<file path="src/rtl/tpa_pkg.sv">
`timescale 1ns / 1ps
package tpa_pkg;

  localparam int ACC_W = 16;
  localparam int SPD_W = 13;
  localparam int TGT_W = 20;
  localparam int POS_W = 21;
  localparam int CMD_W = 17;
  localparam int IDX_W = 3;
  localparam int CFG_DATA_W = 20;

  // Divider: signed dividend, unsigned divisor, truncating quotient
  localparam int DVD_W = 39;
  localparam int MAG_W = DVD_W - 1;
  localparam int DVS_W = 18;
  localparam int CNT_W = $clog2(MAG_W + 1);
  localparam int CMP_W = DVD_W + 1;

  localparam logic [IDX_W-1:0] REG_ACC_RISE   = 3'd0;
  localparam logic [IDX_W-1:0] REG_ACC_FALL   = 3'd1;
  localparam logic [IDX_W-1:0] REG_START_SPD  = 3'd2;
  localparam logic [IDX_W-1:0] REG_END_SPD    = 3'd3;
  localparam logic [IDX_W-1:0] REG_PEAK_SPD   = 3'd4;
  localparam logic [IDX_W-1:0] REG_TARGET     = 3'd5;

  typedef struct packed {
    logic signed [POS_W-1:0] position;
    logic                    speed_negative;
    logic                    turn_rate_negative;
  } in_beat_t;

  typedef struct packed {
    logic signed [CMD_W-1:0] accel_cmd;
    logic                    done_res;
    logic [SPD_W-1:0]        speed_override;
  } out_beat_t;

  typedef struct packed {
    logic [ACC_W-1:0] acc_rise;
    logic [ACC_W-1:0] acc_fall;
    logic [SPD_W-1:0] start_speed;
    logic [SPD_W-1:0] end_speed;
    logic [SPD_W-1:0] peak_speed;
    logic [TGT_W-1:0] target_position;
  } cfg_t;

  typedef enum logic [1:0] {
    CLS_UP,
    CLS_ZERO,
    CLS_DOWN,
    CLS_DONE
  } cls_t;

  typedef enum logic [1:0] {
    CALC_RUN,
    CALC_XUP,
    CALC_XDN,
    CALC_TRI
  } calc_state_t;

  typedef struct packed {
    logic start;
    logic abort;
  } div_ctl_t;

  typedef struct packed {
    logic busy;
    logic done;
  } div_sts_t;

endpackage

</file>
<file path="src/rtl/tpa_div.sv">
`timescale 1ns / 1ps
module tpa_div (
  input  logic                               clk,
  input  logic                               rst_n,
  input  tpa_pkg::div_ctl_t                  ctl,
  input  logic signed [tpa_pkg::DVD_W-1:0]   dividend,
  input  logic [tpa_pkg::DVS_W-1:0]          divisor,
  output tpa_pkg::div_sts_t                  sts,
  output logic signed [tpa_pkg::DVD_W-1:0]   quotient
);

  logic                          busy_r, busy_nxt;
  logic                          done_r, done_nxt;
  logic [tpa_pkg::CNT_W-1:0]     cnt_r, cnt_nxt;
  logic [tpa_pkg::MAG_W-1:0]     q_r, q_nxt;
  logic [tpa_pkg::DVS_W:0]       rem_r, rem_nxt;
  logic [tpa_pkg::DVS_W-1:0]     dvs_r, dvs_nxt;
  logic                          neg_r, neg_nxt;
  logic [tpa_pkg::DVS_W:0]       shifted;
  logic [tpa_pkg::DVD_W-1:0]     abs_dvd;

  assign abs_dvd = dividend[tpa_pkg::DVD_W-1] ? -dividend : dividend;
  assign shifted = {rem_r[tpa_pkg::DVS_W-1:0], q_r[tpa_pkg::MAG_W-1]};

  always_comb begin
    busy_nxt = busy_r;
    done_nxt = 1'b0;
    cnt_nxt  = cnt_r;
    q_nxt    = q_r;
    rem_nxt  = rem_r;
    dvs_nxt  = dvs_r;
    neg_nxt  = neg_r;
    if (ctl.abort) begin
      busy_nxt = 1'b0;
    end else if (ctl.start && !busy_r) begin
      busy_nxt = 1'b1;
      cnt_nxt  = '0;
      q_nxt    = abs_dvd[tpa_pkg::MAG_W-1:0];
      rem_nxt  = '0;
      dvs_nxt  = divisor;
      neg_nxt  = dividend[tpa_pkg::DVD_W-1];
    end else if (busy_r) begin
      // one quotient bit per cycle, restoring
      if (shifted >= {1'b0, dvs_r}) begin
        rem_nxt = shifted - {1'b0, dvs_r};
        q_nxt   = {q_r[tpa_pkg::MAG_W-2:0], 1'b1};
      end else begin
        rem_nxt = shifted;
        q_nxt   = {q_r[tpa_pkg::MAG_W-2:0], 1'b0};
      end
      cnt_nxt = cnt_r + 1'b1;
      if (cnt_r == tpa_pkg::CNT_W'(tpa_pkg::MAG_W - 1)) begin
        busy_nxt = 1'b0;
        done_nxt = 1'b1;
      end
    end
  end

  always_ff @(posedge clk) begin
    if (!rst_n) begin
      busy_r <= 1'b0;
      done_r <= 1'b0;
    end else begin
      busy_r <= busy_nxt;
      done_r <= done_nxt;
    end
    cnt_r <= cnt_nxt;
    q_r   <= q_nxt;
    rem_r <= rem_nxt;
    dvs_r <= dvs_nxt;
    neg_r <= neg_nxt;
  end

  assign sts.busy = busy_r;
  assign sts.done = done_r;
  assign quotient = neg_r ? -$signed({1'b0, q_r}) : $signed({1'b0, q_r});

endmodule

</file>
<file path="src/rtl/tpa_front.sv">
`timescale 1ns / 1ps
module tpa_front (
  input  logic                              clk,
  input  logic                              rst_n,
  input  logic                              cfg_we,
  input  logic [tpa_pkg::IDX_W-1:0]         cfg_index,
  input  logic [tpa_pkg::CFG_DATA_W-1:0]    cfg_data,
  input  logic                              in_valid,
  output logic                              in_ready,
  input  tpa_pkg::in_beat_t                 in_data,
  input  logic                              q_full,
  output logic                              push,
  output tpa_pkg::cls_t                     push_cls,
  output tpa_pkg::cfg_t                     cfg
);

  tpa_pkg::cfg_t                      cfg_r, cfg_nxt;
  tpa_pkg::calc_state_t               state_r, state_nxt;
  logic signed [tpa_pkg::DVD_W-1:0]   xup_r, xdn_r, tri_r;
  tpa_pkg::div_ctl_t                  dctl;
  tpa_pkg::div_sts_t                  dsts;
  logic signed [tpa_pkg::DVD_W-1:0]   dvd, quot;
  logic [tpa_pkg::DVS_W-1:0]          dvs;
  logic [tpa_pkg::ACC_W-1:0]          upd, dnd;
  logic [2*tpa_pkg::SPD_W-1:0]        vp2, vs2, ve2;
  logic [tpa_pkg::ACC_W+tpa_pkg::TGT_W-1:0] dn_tar;
  logic signed [tpa_pkg::CMP_W-1:0]   pos_x, tar_x, sum_x, lim_x;
  logic                               cruise, done;
  tpa_pkg::cls_t                      cls;

  // ---- configuration registers
  always_comb begin
    cfg_nxt = cfg_r;
    if (cfg_we) begin
      unique case (cfg_index)
        tpa_pkg::REG_ACC_RISE:   cfg_nxt.acc_rise = cfg_data[tpa_pkg::ACC_W-1:0];
        tpa_pkg::REG_ACC_FALL:   cfg_nxt.acc_fall = cfg_data[tpa_pkg::ACC_W-1:0];
        tpa_pkg::REG_START_SPD:  cfg_nxt.start_speed = cfg_data[tpa_pkg::SPD_W-1:0];
        tpa_pkg::REG_END_SPD:    cfg_nxt.end_speed = cfg_data[tpa_pkg::SPD_W-1:0];
        tpa_pkg::REG_PEAK_SPD:   cfg_nxt.peak_speed = cfg_data[tpa_pkg::SPD_W-1:0];
        tpa_pkg::REG_TARGET:     cfg_nxt.target_position = cfg_data[tpa_pkg::TGT_W-1:0];
        default: ;
      endcase
    end
  end

  always_ff @(posedge clk) begin
    if (!rst_n) begin
      cfg_r.acc_rise        <= tpa_pkg::ACC_W'(4000);
      cfg_r.acc_fall        <= tpa_pkg::ACC_W'(4000);
      cfg_r.start_speed     <= '0;
      cfg_r.end_speed       <= '0;
      cfg_r.peak_speed      <= tpa_pkg::SPD_W'(1000);
      cfg_r.target_position <= '0;
      state_r               <= tpa_pkg::CALC_XUP;
    end else begin
      cfg_r   <= cfg_nxt;
      state_r <= state_nxt;
    end
  end

  assign cfg = cfg_r;

  // ---- threshold sequencer: x_up, x_down, crossover through one divider
  always_comb begin
    state_nxt = state_r;
    if (cfg_we) begin
      state_nxt = tpa_pkg::CALC_XUP;
    end else begin
      unique case (state_r)
        tpa_pkg::CALC_XUP: if (dsts.done) state_nxt = tpa_pkg::CALC_XDN;
        tpa_pkg::CALC_XDN: if (dsts.done) state_nxt = tpa_pkg::CALC_TRI;
        tpa_pkg::CALC_TRI: if (dsts.done) state_nxt = tpa_pkg::CALC_RUN;
        tpa_pkg::CALC_RUN: state_nxt = tpa_pkg::CALC_RUN;
        default:           state_nxt = tpa_pkg::CALC_XUP;
      endcase
    end
  end

  assign upd    = (cfg_r.acc_rise == '0) ? tpa_pkg::ACC_W'(1) : cfg_r.acc_rise;
  assign dnd    = (cfg_r.acc_fall == '0) ? tpa_pkg::ACC_W'(1) : cfg_r.acc_fall;
  assign vp2    = cfg_r.peak_speed * cfg_r.peak_speed;
  assign vs2    = cfg_r.start_speed * cfg_r.start_speed;
  assign ve2    = cfg_r.end_speed * cfg_r.end_speed;
  assign dn_tar = dnd * cfg_r.target_position;

  always_comb begin
    dctl.start = 1'b0;
    dctl.abort = cfg_we;
    in_ready   = 1'b0;
    dvd        = '0;
    dvs        = tpa_pkg::DVS_W'(1);
    unique case (state_r)
      tpa_pkg::CALC_XUP: begin
        dctl.start = !dsts.busy && !dsts.done && !cfg_we;
        dvd = tpa_pkg::DVD_W'(vp2) - tpa_pkg::DVD_W'(vs2);
        dvs = {tpa_pkg::DVS_W'(upd) << 1};
      end
      tpa_pkg::CALC_XDN: begin
        dctl.start = !dsts.busy && !dsts.done && !cfg_we;
        dvd = tpa_pkg::DVD_W'(vp2) - tpa_pkg::DVD_W'(ve2);
        dvs = {tpa_pkg::DVS_W'(dnd) << 1};
      end
      tpa_pkg::CALC_TRI: begin
        dctl.start = !dsts.busy && !dsts.done && !cfg_we;
        dvd = (tpa_pkg::DVD_W'(dn_tar) << 1) + tpa_pkg::DVD_W'(ve2)
              - tpa_pkg::DVD_W'(vs2);
        dvs = (tpa_pkg::DVS_W'(upd) + tpa_pkg::DVS_W'(dnd)) << 1;
      end
      tpa_pkg::CALC_RUN: in_ready = !q_full;
      default: ;
    endcase
  end

  tpa_div u_div (
    .clk      (clk),
    .rst_n    (rst_n),
    .ctl      (dctl),
    .dividend (dvd),
    .divisor  (dvs),
    .sts      (dsts),
    .quotient (quot)
  );

  always_ff @(posedge clk) begin
    if (dsts.done && state_r == tpa_pkg::CALC_XUP) xup_r <= quot;
    if (dsts.done && state_r == tpa_pkg::CALC_XDN) xdn_r <= quot;
    if (dsts.done && state_r == tpa_pkg::CALC_TRI) tri_r <= quot;
  end

  // ---- classify one position
  assign pos_x  = tpa_pkg::CMP_W'(in_data.position);
  assign tar_x  = $signed({{(tpa_pkg::CMP_W-tpa_pkg::TGT_W){1'b0}}, cfg_r.target_position});
  assign sum_x  = tpa_pkg::CMP_W'(xup_r) + tpa_pkg::CMP_W'(xdn_r);
  assign lim_x  = tar_x - tpa_pkg::CMP_W'(xdn_r);
  assign cruise = tar_x >= sum_x;
  assign done   = (pos_x >= tar_x) || in_data.speed_negative || in_data.turn_rate_negative;

  always_comb begin
    cls = tpa_pkg::CLS_ZERO;
    if (done) begin
      cls = tpa_pkg::CLS_DONE;
    end else if (cruise) begin
      if (pos_x < tpa_pkg::CMP_W'(xup_r)) cls = tpa_pkg::CLS_UP;
      else if (pos_x <= lim_x)           cls = tpa_pkg::CLS_ZERO;
      else                               cls = tpa_pkg::CLS_DOWN;
    end else begin
      if (pos_x < tpa_pkg::CMP_W'(tri_r)) cls = tpa_pkg::CLS_UP;
      else                               cls = tpa_pkg::CLS_DOWN;
    end
  end

  assign push     = in_valid && in_ready;
  assign push_cls = cls;

endmodule

</file>
<file path="src/rtl/tpa_queue.sv">
`timescale 1ns / 1ps
module tpa_queue (
  input  logic          clk,
  input  logic          rst_n,
  input  logic          push,
  input  tpa_pkg::cls_t push_cls,
  input  logic          pop,
  output logic          full,
  output logic          nonempty,
  output tpa_pkg::cls_t head
);

  tpa_pkg::cls_t mem_r [2];
  logic          wp_r, wp_nxt;
  logic          rp_r, rp_nxt;
  logic [1:0]    cnt_r, cnt_nxt;

  assign full     = cnt_r == 2'd2;
  assign nonempty = cnt_r != 2'd0;
  assign head     = mem_r[rp_r];

  always_comb begin
    wp_nxt  = wp_r ^ push;
    rp_nxt  = rp_r ^ pop;
    cnt_nxt = cnt_r + 2'(push) - 2'(pop);
  end

  always_ff @(posedge clk) begin
    if (!rst_n) begin
      wp_r  <= 1'b0;
      rp_r  <= 1'b0;
      cnt_r <= '0;
    end else begin
      wp_r  <= wp_nxt;
      rp_r  <= rp_nxt;
      cnt_r <= cnt_nxt;
    end
    if (push) mem_r[wp_r] <= push_cls;
  end

endmodule

</file>
<file path="src/rtl/tpa_back.sv">
`timescale 1ns / 1ps
module tpa_back (
  input  logic               clk,
  input  logic               rst_n,
  input  logic               nonempty,
  input  tpa_pkg::cls_t      head,
  output logic               pop,
  input  tpa_pkg::cfg_t      cfg,
  output logic               out_valid,
  input  logic               out_ready,
  output tpa_pkg::out_beat_t out_data
);

  logic               vld_r, vld_nxt;
  tpa_pkg::out_beat_t dat_r, dat_nxt;

  assign pop = nonempty && (!vld_r || out_ready);

  always_comb begin
    vld_nxt = vld_r;
    dat_nxt = dat_r;
    if (out_ready) vld_nxt = 1'b0;
    if (pop) begin
      vld_nxt = 1'b1;
      dat_nxt.done_res       = 1'b0;
      dat_nxt.speed_override = '0;
      case (head)
        tpa_pkg::CLS_UP:   dat_nxt.accel_cmd = $signed({1'b0, cfg.acc_rise});
        tpa_pkg::CLS_DOWN: dat_nxt.accel_cmd = -$signed({1'b0, cfg.acc_fall});
        tpa_pkg::CLS_DONE: begin
          dat_nxt.accel_cmd      = '0;
          dat_nxt.done_res       = 1'b1;
          dat_nxt.speed_override = cfg.end_speed;
        end
        default:           dat_nxt.accel_cmd = '0;
      endcase
    end
  end

  always_ff @(posedge clk) begin
    if (!rst_n) vld_r <= 1'b0;
    else        vld_r <= vld_nxt;
    dat_r <= dat_nxt;
  end

  assign out_valid = vld_r;
  assign out_data  = dat_r;

endmodule

</file>
<file path="src/rtl/trapezoidal_profile_accel.sv">
`timescale 1ns / 1ps
// Trapezoidal velocity profile: one acceleration command per control tick.
// Input channel (in_valid/in_ready/in_data) carries one beat per tick: the
//   travelled position and the two velocity sign flags.
// Output channel (out_valid/out_ready/out_data) returns one beat per input
//   beat, in order: accel_cmd (+up, 0, -down), done_res, speed_override.
// Config port (cfg_we/cfg_index/cfg_data) writes the register selected by cfg_index.
// Ramp distances and the crossover point depend on config only. They are
//   computed by one serial divider, one quotient bit per cycle: three divides
//   of 38 steps plus handoff, after reset and after every config write.
//   in_ready stays low while they are computed.
// Afterwards one beat is taken every cycle while the queue is not full. After
//   input acceptance the classifier writes a 2-deep queue, and the output
//   register loads from it once free; out_valid then rises.
// When the receiver stalls, the output register holds and the queue fills;
//   in_ready drops once the queue is full. Synchronous reset, active low,
//   restores register defaults and empties the pipeline.
module trapezoidal_profile_accel (
  input  logic                           clk,
  input  logic                           rst_n,
  input  logic                           cfg_we,
  input  logic [tpa_pkg::IDX_W-1:0]      cfg_index,
  input  logic [tpa_pkg::CFG_DATA_W-1:0] cfg_data,
  input  logic                           in_valid,
  output logic                           in_ready,
  input  tpa_pkg::in_beat_t              in_data,
  output logic                           out_valid,
  input  logic                           out_ready,
  output tpa_pkg::out_beat_t             out_data
);

  logic          push, pop, q_full, q_nonempty;
  tpa_pkg::cls_t push_cls, head;
  tpa_pkg::cfg_t cfg;

  // front: config, thresholds, classification
  tpa_front u_front (
    .clk       (clk),
    .rst_n     (rst_n),
    .cfg_we    (cfg_we),
    .cfg_index (cfg_index),
    .cfg_data  (cfg_data),
    .in_valid  (in_valid),
    .in_ready  (in_ready),
    .in_data   (in_data),
    .q_full    (q_full),
    .push      (push),
    .push_cls  (push_cls),
    .cfg       (cfg)
  );

  // decouples the classifier from output stalls
  tpa_queue u_queue (
    .clk      (clk),
    .rst_n    (rst_n),
    .push     (push),
    .push_cls (push_cls),
    .pop      (pop),
    .full     (q_full),
    .nonempty (q_nonempty),
    .head     (head)
  );

  // back: builds the result beat
  tpa_back u_back (
    .clk       (clk),
    .rst_n     (rst_n),
    .nonempty  (q_nonempty),
    .head      (head),
    .pop       (pop),
    .cfg       (cfg),
    .out_valid (out_valid),
    .out_ready (out_ready),
    .out_data  (out_data)
  );

  // done beats command zero and return the end speed
  a_done_fields: assert property (@(posedge clk) disable iff (!rst_n)
    out_valid && out_data.done_res |->
      out_data.accel_cmd == '0 && out_data.speed_override == cfg.end_speed)
    else $error("done beat with bad fields");

  a_no_override: assert property (@(posedge clk) disable iff (!rst_n)
    out_valid && !out_data.done_res |-> out_data.speed_override == '0)
    else $error("speed override without done");

  // a config write restarts threshold computation
  a_cfg_blocks: assert property (@(posedge clk) disable iff (!rst_n)
    cfg_we |=> !in_ready)
    else $error("input taken with stale thresholds");

endmodule

</file>
<file path="config.mk">
export PLATFORM = sky130hd
export DESIGN_NAME = trapezoidal_profile_accel
export DESIGN_NICKNAME = d
export VERILOG_FILES = /design/src/rtl/tpa_pkg.sv /design/src/rtl/tpa_div.sv /design/src/rtl/tpa_front.sv /design/src/rtl/tpa_queue.sv /design/src/rtl/tpa_back.sv /design/src/rtl/trapezoidal_profile_accel.sv
export SDC_FILE = /design/constraint.sdc
export NUM_CORES = 2
export LEC_CHECK = 0
export ABC_AREA = 0
export BUFFER_PORTS_ARGS = -buffer_cell sky130_fd_sc_hd__buf_4
export CELL_PAD_IN_SITES_DETAIL_PLACEMENT = 1
export CELL_PAD_IN_SITES_GLOBAL_PLACEMENT = 1
export CORE_UTILIZATION = 51
export DETAILED_ROUTE_END_ITERATION = 6
export GPL_ROUTABILITY_DRIVEN = 0
export PLACE_DENSITY_LB_ADDON = 0.1
export REMOVE_ABC_BUFFERS = 1
export SLEW_MARGIN = 30
export SYNTH_ARGS = -nofsm -noshare
export SYNTH_HDL_FRONTEND = slang
export SYNTH_SLANG_ARGS = --single-unit
</file>
<file path="constraint.sdc">
create_clock -name clk -period 14.05 [get_ports clk]
set_input_delay 0.7025 -clock clk [delete_from_list [all_inputs] [get_ports clk]]
set_output_delay 0.7025 -clock clk [all_outputs]
set_load 0.02 [all_outputs]
</file>
## After elaboration in Yosys (flattened, before gate mapping)

Memory sizes are Yosys's and may differ from the RTL's. A register that Yosys moved wholly into a read port is not among the register bits.
Index checks and enable logic that the tools add are counted.

- Input port bits: 51
- Flip-flop bits (word level): 329
- RAM bits: 4
- Word-level logic and storage cells: 139
- Memories kept: 1
- Output and inout port bits: 33

Memories:

| name | words | width | rd ports | clocked after memory_dff | wr ports | line | RTL |
|---|---|---|---|---|---|---|---|
| u_queue.mem_r | 2 | 2 | 1 | 1 | 1 | tpa_queue.sv:13 | `tpa_pkg::cls_t mem_r [2];` |

- Multiplexer cells: 34
- $mul: 4
- Reductions and logical operators: 36
- Equality and inequality tests: 15
- Bitwise gates (word level): 5
- Add/sub/neg operators: 14
- $lt $le $gt $ge: 6

Operator list:

| operator | number |
|---|---|
| 39-bit one-hot mux with 3 select lines | 1 |
| 38-bit two-way mux | 3 |
| 21-bit by 39-bit less-than comparator with 1-bit output | 2 |
| 13-bit by 13-bit multiplier with 26-bit output | 3 |
| 18-bit one-hot mux with 3 select lines | 1 |
| 26-bit by 26-bit subtractor with 27-bit output | 2 |
| 39-bit by 39-bit adder with 40-bit output | 1 |
| 21-bit by 40-bit >= comparator with 1-bit output | 1 |
| 21-bit by 40-bit <= comparator with 1-bit output | 1 |
| 21-bit by 39-bit subtractor with 40-bit output | 1 |
| 39-bit two-way mux | 1 |
| 38-bit negation with 39-bit output | 1 |
| 39-bit by 26-bit subtractor with 39-bit output | 1 |
| 37-bit by 26-bit adder with 38-bit output | 1 |
| 38-bit negation | 1 |
| 16-bit by 20-bit multiplier with 36-bit output | 1 |
| 18-bit two-way mux | 2 |
| 17-bit one-hot mux with 2 select lines | 1 |
| 16-bit zero test | 2 |
| 16-bit two-way mux | 2 |
| 21-bit >= comparator | 1 |
| 19-bit by 18-bit >= comparator with 1-bit output | 1 |
| 18-bit subtractor | 1 |
| 16-bit by 16-bit adder with 17-bit output | 1 |
| other kinds (29) | 81 |

## Logic depth before layout (Yosys ltp)

- Word-level depth: 9
- Mapped depth: 51

## Modules after synthesis

A second synthesis with hierarchy kept.

- Cell total of the unflattened synthesis: 5812
- Area total of the unflattened synthesis: 51893.5 um^2

By module, submodules not included:

| module | area an instance (um^2) | instances | cells an instance | sequential area each (um^2) |
|---|---|---|---|---|
| tpa_front | 44057.3 | 1 | 5043 | 5375.2 |
| tpa_div | 5858.1 | 1 | 602 | 2472.4 |
| tpa_back | 1596.5 | 1 | 140 | 950.9 |
| tpa_queue | 381.6 | 1 | 27 | 220.2 |

## Least setup slack after synthesis

No wires, ideal clock.

- Path type: reg2reg
- From: register u_front.cfg_r (netlist bit u_front.cfg[59])
- To: register u_front.u_div.q_r[25] (netlist bit), data pin
- Path slack: 3335 ps
- Path buffers: 5
- Period minus slack after synthesis: 10715 ps
- Cell stages (with the launch flop): 47
- Required time: 13785 ps
- Arrival: 10449 ps
- Cells stage by stage: dfxtp_1 > inv_1 > clkbuf_1 > ha_1 > nor2b_1 > nand3_1 > or3_1 > and2_1 > clkbuf_1 > buf_1 > nand2_1 > fa_1 > fa_1 > fa_1 > inv_1 > fa_1 > fa_1 > inv_1 > [... 11 more ...] > and3_1 > o311ai_0 > nand3_1 > o31ai_1 > nor2_1 > o21ai_0 > a21oi_1 > ha_1 > a21o_1 > a31oi_1 > and3_1 > buf_2 > o211ai_2 > o21ba_1 > buf_6 > a311oi_2 > xnor2_1 > o21ai_1

- Cells in the longest elaborated chain, start to end: 9

Ends and longest elaborated chain:

| item | line | RTL |
|---|---|---|
| start: declaration | tpa_front.sv:17 | `tpa_pkg::cfg_t cfg_r, cfg_nxt;` |
| start signal: assignment | tpa_front.sv:57 | `cfg_r <= cfg_nxt;` |
| 16-bit zero test | tpa_front.sv:81 | `assign dnd = (cfg_r.acc_fall == '0) ? tpa_pkg::ACC_W'(1) : cfg_r.acc_fall;` |
| 16-bit two-way mux (*) | tpa_front.sv:81 |  |
| 16-bit by 20-bit multiplier with 36-bit output (*) | tpa_front.sv:85 | `assign dn_tar = dnd * cfg_r.target_position;` |
| 37-bit by 26-bit adder with 38-bit output (*) | tpa_front.sv:106 | `dvd = (tpa_pkg::DVD_W'(dn_tar) << 1) + tpa_pkg::DVD_W'(ve2)` |
| 39-bit by 26-bit subtractor with 39-bit output (*) | tpa_front.sv:107 | `- tpa_pkg::DVD_W'(vs2);` |
| 39-bit one-hot mux with 3 select lines (*) | tpa_front.sv:93 | `unique case (state_r)` |
| 38-bit negation | tpa_div.sv:22 | `assign abs_dvd = dividend[tpa_pkg::DVD_W-1] ? -dividend : dividend;` |
| 38-bit two-way mux (*) | tpa_div.sv:22 |  |
| 38-bit two-way mux (*) | tpa_div.sv:35 | `end else if (ctl.start && !busy_r) begin` |
| end signal: assignment | tpa_div.sv:68 | `q_r <= q_nxt;` |
| end: declaration | tpa_div.sv:15 | `logic [tpa_pkg::MAG_W-1:0] q_r, q_nxt;` |

Mark *: on every way between the ends. The rest lies on a longest branch, timed or not.
A chain may end at the register's enable or synchronous reset.

## Final worst setup path

- From: register u_front.cfg_r (netlist bit u_front.cfg[59])
- To: register u_front.u_div.q_r[11] (netlist bit), data pin

The elaborated chain is that of the path after synthesis.

==> impl_metrics.json <==
{
  "cts_tree": "done",
  "status": "finished clean",
  "cts_buffers": 44,
  "clk_latency_ps": 650,
  "portBuffers": 83,
  "dp_hpwl_um": 138000,
  "switching_power_w": 0.00337,
  "endpoint_kind": "flop",
  "ys_seq_elements": 334,
  "synthArstFlopShare_pct": 0,
  "synth_edf_count": 233,
  "ys_seq_area_share_pct": 17.3,
  "synth.distinct_cells": 98,
  "drtPass1Iterations": 6,
  "cts_buffer_depth": 3,
  "vias": 43600,
  "postRouteAntennaNets": 0,
  "dieArea_um2": 104000,
  "cts_resized": 0,
  "seq_power_share_pct": 21.2,
  "worstMarginPinSlew_ps": 995,
  "totalWireLength_um": 173000,
  "maxCapViolCount": 0,
  "row_count": 116,
  "p_int_w": 0.00368,
  "yosys_warnings": 0,
  "cts.sinks": 334,
  "fin_skew_ps": 21.7,
  "htree_levels": 2,
  "critical_path_class": "reg -> reg",
  "synthFlopType": "edfxtp_1",
  "p_sw_share_pct": 47.8,
  "final-hold-violation-count": 0,
  "crit_fanout": 18,
  "area_growth_syn_to_layout_pct": 6.62,
  "power_density_nw_per_um2": 127,
  "rsz0062_at_grt": "no",
  "core_um2": 101000,
  "relSlewSlack_pct": 32.0,
  "fmax_mhz": 79.3,
  "slowest_stage": "nor4bb_1",
  "die_h_um": 322,
  "route.detailed.drc": 0,
  "synthCells": 5946,
  "avgSynthCellArea_um2": 8.77,
  "setup_viol": 0,
  "grt_pass1_wl_um": 271000,
  "io_pins": 84,
  "final_core_util_pct": 55.2,
  "gr-total-overflow": 0,
  "min_period_over_period_pct": 89.7,
  "cpPeakStageDelay_ps": 690,
  "combPwrFrac_pct": 61.8,
  "grt_pass1_vias": 46700,
  "antenna_found_initial": 11,
  "routedWlPerCell_um": 23.8,
  "leakage_nw": 26.8,
  "drive_above_1_share_pct": 5.07,
  "ctsRootBufferMaster": "clkbuf_16",
  "drt_iter0_markers": 3010,
  "worstPathRequired_ps": 14550,
  "crit_buf_inv": 4,
  "final_max_slew_viol_count": 0,
  "irDropWorstVdd_mv": 0.159,
  "viasPerCell": 5.98,
  "start_kind": "flop",
  "path_common_cell": "fa_1",
  "arrival_ps": 13110,
  "ctsHoldBuffers": 0,
  "placed_cell_area_um2": 54100,
  "initial_core_util_pct": 51.8,
  "dp_slack_ps": 1680,
  "path_clk_slew_ps": 60,
  "final_cell_area_um2": 55600,
  "postCtsSetupBuffers": 0,
  "timing.final.crit_period_ps": 12610,
  "pwr-share-clk_pct": 17.0,
  "die_x_um": 322,
  "holdCritPathClass": "in -> reg",
  "grt_max_degree": 66,
  "setup_slack_ps": 1440,
  "tns_ps": 0,
  "cp_top_family": "simple AND/OR/NAND/NOR gates",
  "track_usage_pct": 34.1,
  "syn_area_um2": 52200,
  "nNetsFinal": 7173,
  "hold_slack_ps": 329
}
## worst paths after layout
kind	start	endpoint	slack (ps)	cells past startpoint
setup reg to reg	u_front.cfg[59]	u_front.u_div.q_r[11]	1440	40
hold reg to reg	u_front.cfg[37]	u_front.cfg[37]	470	2
hold / removal	cfg_data[16]	u_front.cfg[16]	330	3
setup / recovery	u_front.cfg[59]	u_front.u_div.q_r[11]	1440	40
## cell usage in the layout, fill, tap and decap left out, types with 101 or more instances in the layout
master      n
a21o_1    109
a21oi_1   282
and2_1    305
buf_4     138
edfxtp_1  233
fa_1      548
ha_1      675
inv_1     860
nand2_1   669
nor2_1    285
o21ai_0   198
xnor2_1   232
xor2_1    101
## per-stage QoR
stage,total power (W),instances
detailed placement,0.00575,7209
floorplan,0.00446,5713
finish,0.00705,7296
global route,0.00748,7294
global placement,0.00562,7208
CTS,0.00698,7290
## sequential cells by signal, summed over array words and instances (netlist names), 6 cells and up, named ones only
name / count
u_front.u_div.q_r: 38
u_front.tri_r: 39
u_front.u_div.cnt_r: 6
u_front.cfg: 91
u_back.out_data: 31
u_front.u_div.rem_r: 18
u_front.xdn_r: 39
u_front.xup_r: 39
u_front.u_div.dvs_r: 18
## cell usage after synthesis, types with 19 or more instances
| library cell | n | area, µm² |
|---|---|---|
| nand2b_1 | 63 | 394 |
| a21oi_1 | 282 | 1410 |
| o21a_1 | 55 | 413 |
| nor4_1 | 28 | 175 |
| clkbuf_1 | 216 | 811 |
| xor2_1 | 101 | 885 |
| ha_1 | 675 | 8450 |
| nand3_1 | 94 | 470 |
| xnor2_1 | 232 | 2030 |
| or2_2 | 20 | 125 |
| edfxtp_1 | 233 | 7000 |
| a31oi_1 | 24 | 150 |
| nor2b_1 | 66 | 413 |
| nand2_1 | 670 | 2510 |
| a211oi_1 | 39 | 293 |
| and2_1 | 308 | 1930 |
| or3_1 | 32 | 200 |
| o21bai_1 | 19 | 143 |
| fa_1 | 548 | 11000 |
| nor2_1 | 287 | 1080 |
| a21boi_0 | 100 | 751 |
| o21ai_0 | 198 | 991 |
| o211ai_1 | 34 | 255 |
| nand4_1 | 64 | 400 |
| dfxtp_1 | 101 | 2020 |
| a21o_1 | 109 | 818 |
| o31ai_1 | 35 | 263 |
| and3_1 | 29 | 181 |
| nor3_1 | 87 | 435 |
| inv_1 | 860 | 3230 |
## cell type report
| type | count | area (µm²) |
|---|---|---|
| Fill cell | 11900 | 45100 |
| Multi-Input combinational cell | 4517 | 39100 |
| Sequential cell | 334 | 9020 |
| Inverter | 862 | 3240 |
| Tap cell | 1357 | 1700 |
| Clock buffer | 60 | 1240 |
| Timing Repair Buffer | 140 | 1070 |
| Clock inverter | 21 | 258 |
| Antenna cell | 5 | 12.5 |
## per-layer routing
layer	vias up	GRT usage, %	share of wire (%)
met5	-	0	0
met4	0	17.7	6.1
met3	400	3.98	5.6
met2	1252	56.6	46
met1	22100	43.5	42
li1	19900	-	-
## power groups by stage
stage | registers (W) | clock network (W) | logic (W)
final | 0.00150 | 0.00120 | 0.00435
after floorplan | 0.00148 | 0 | 0.00298
after global routing | 0.00150 | 0.00124 | 0.00474
after CTS | 0.00149 | 0.00121 | 0.00428
after detailed placement | 0.00151 | 0 | 0.00425
after global placement | 0.00151 | 0 | 0.00411
## cell families (layout without fill, tap and decap cells)
logic type	count (synthesis)	after routing	share of synthesized area, %
and+or+nand+nor	1827	1827	17.3
adders and majority gates	1223	1223	37.2
AOI/OAI and AO/OA	1108	1108	14.1
buffers and inverters	1095	1083	7.91
xor gates and xnor gates	334	334	5.64
DFF	334	334	17.3
muxes	25	25	0.499
other	0	5	0
## worst reg2reg max path: cells and delay by family, from the launching register on
kind,cells,cell delay [ps]
and+or+nand+nor,16,4660
adders and majority gates,10,4330
AOI/OAI and AO/OA,8,2440
buffers and inverters,4,400
DFF,1,330
xor gates and xnor gates,2,300
No activity file was read; power rests on OpenSTA's default activity.
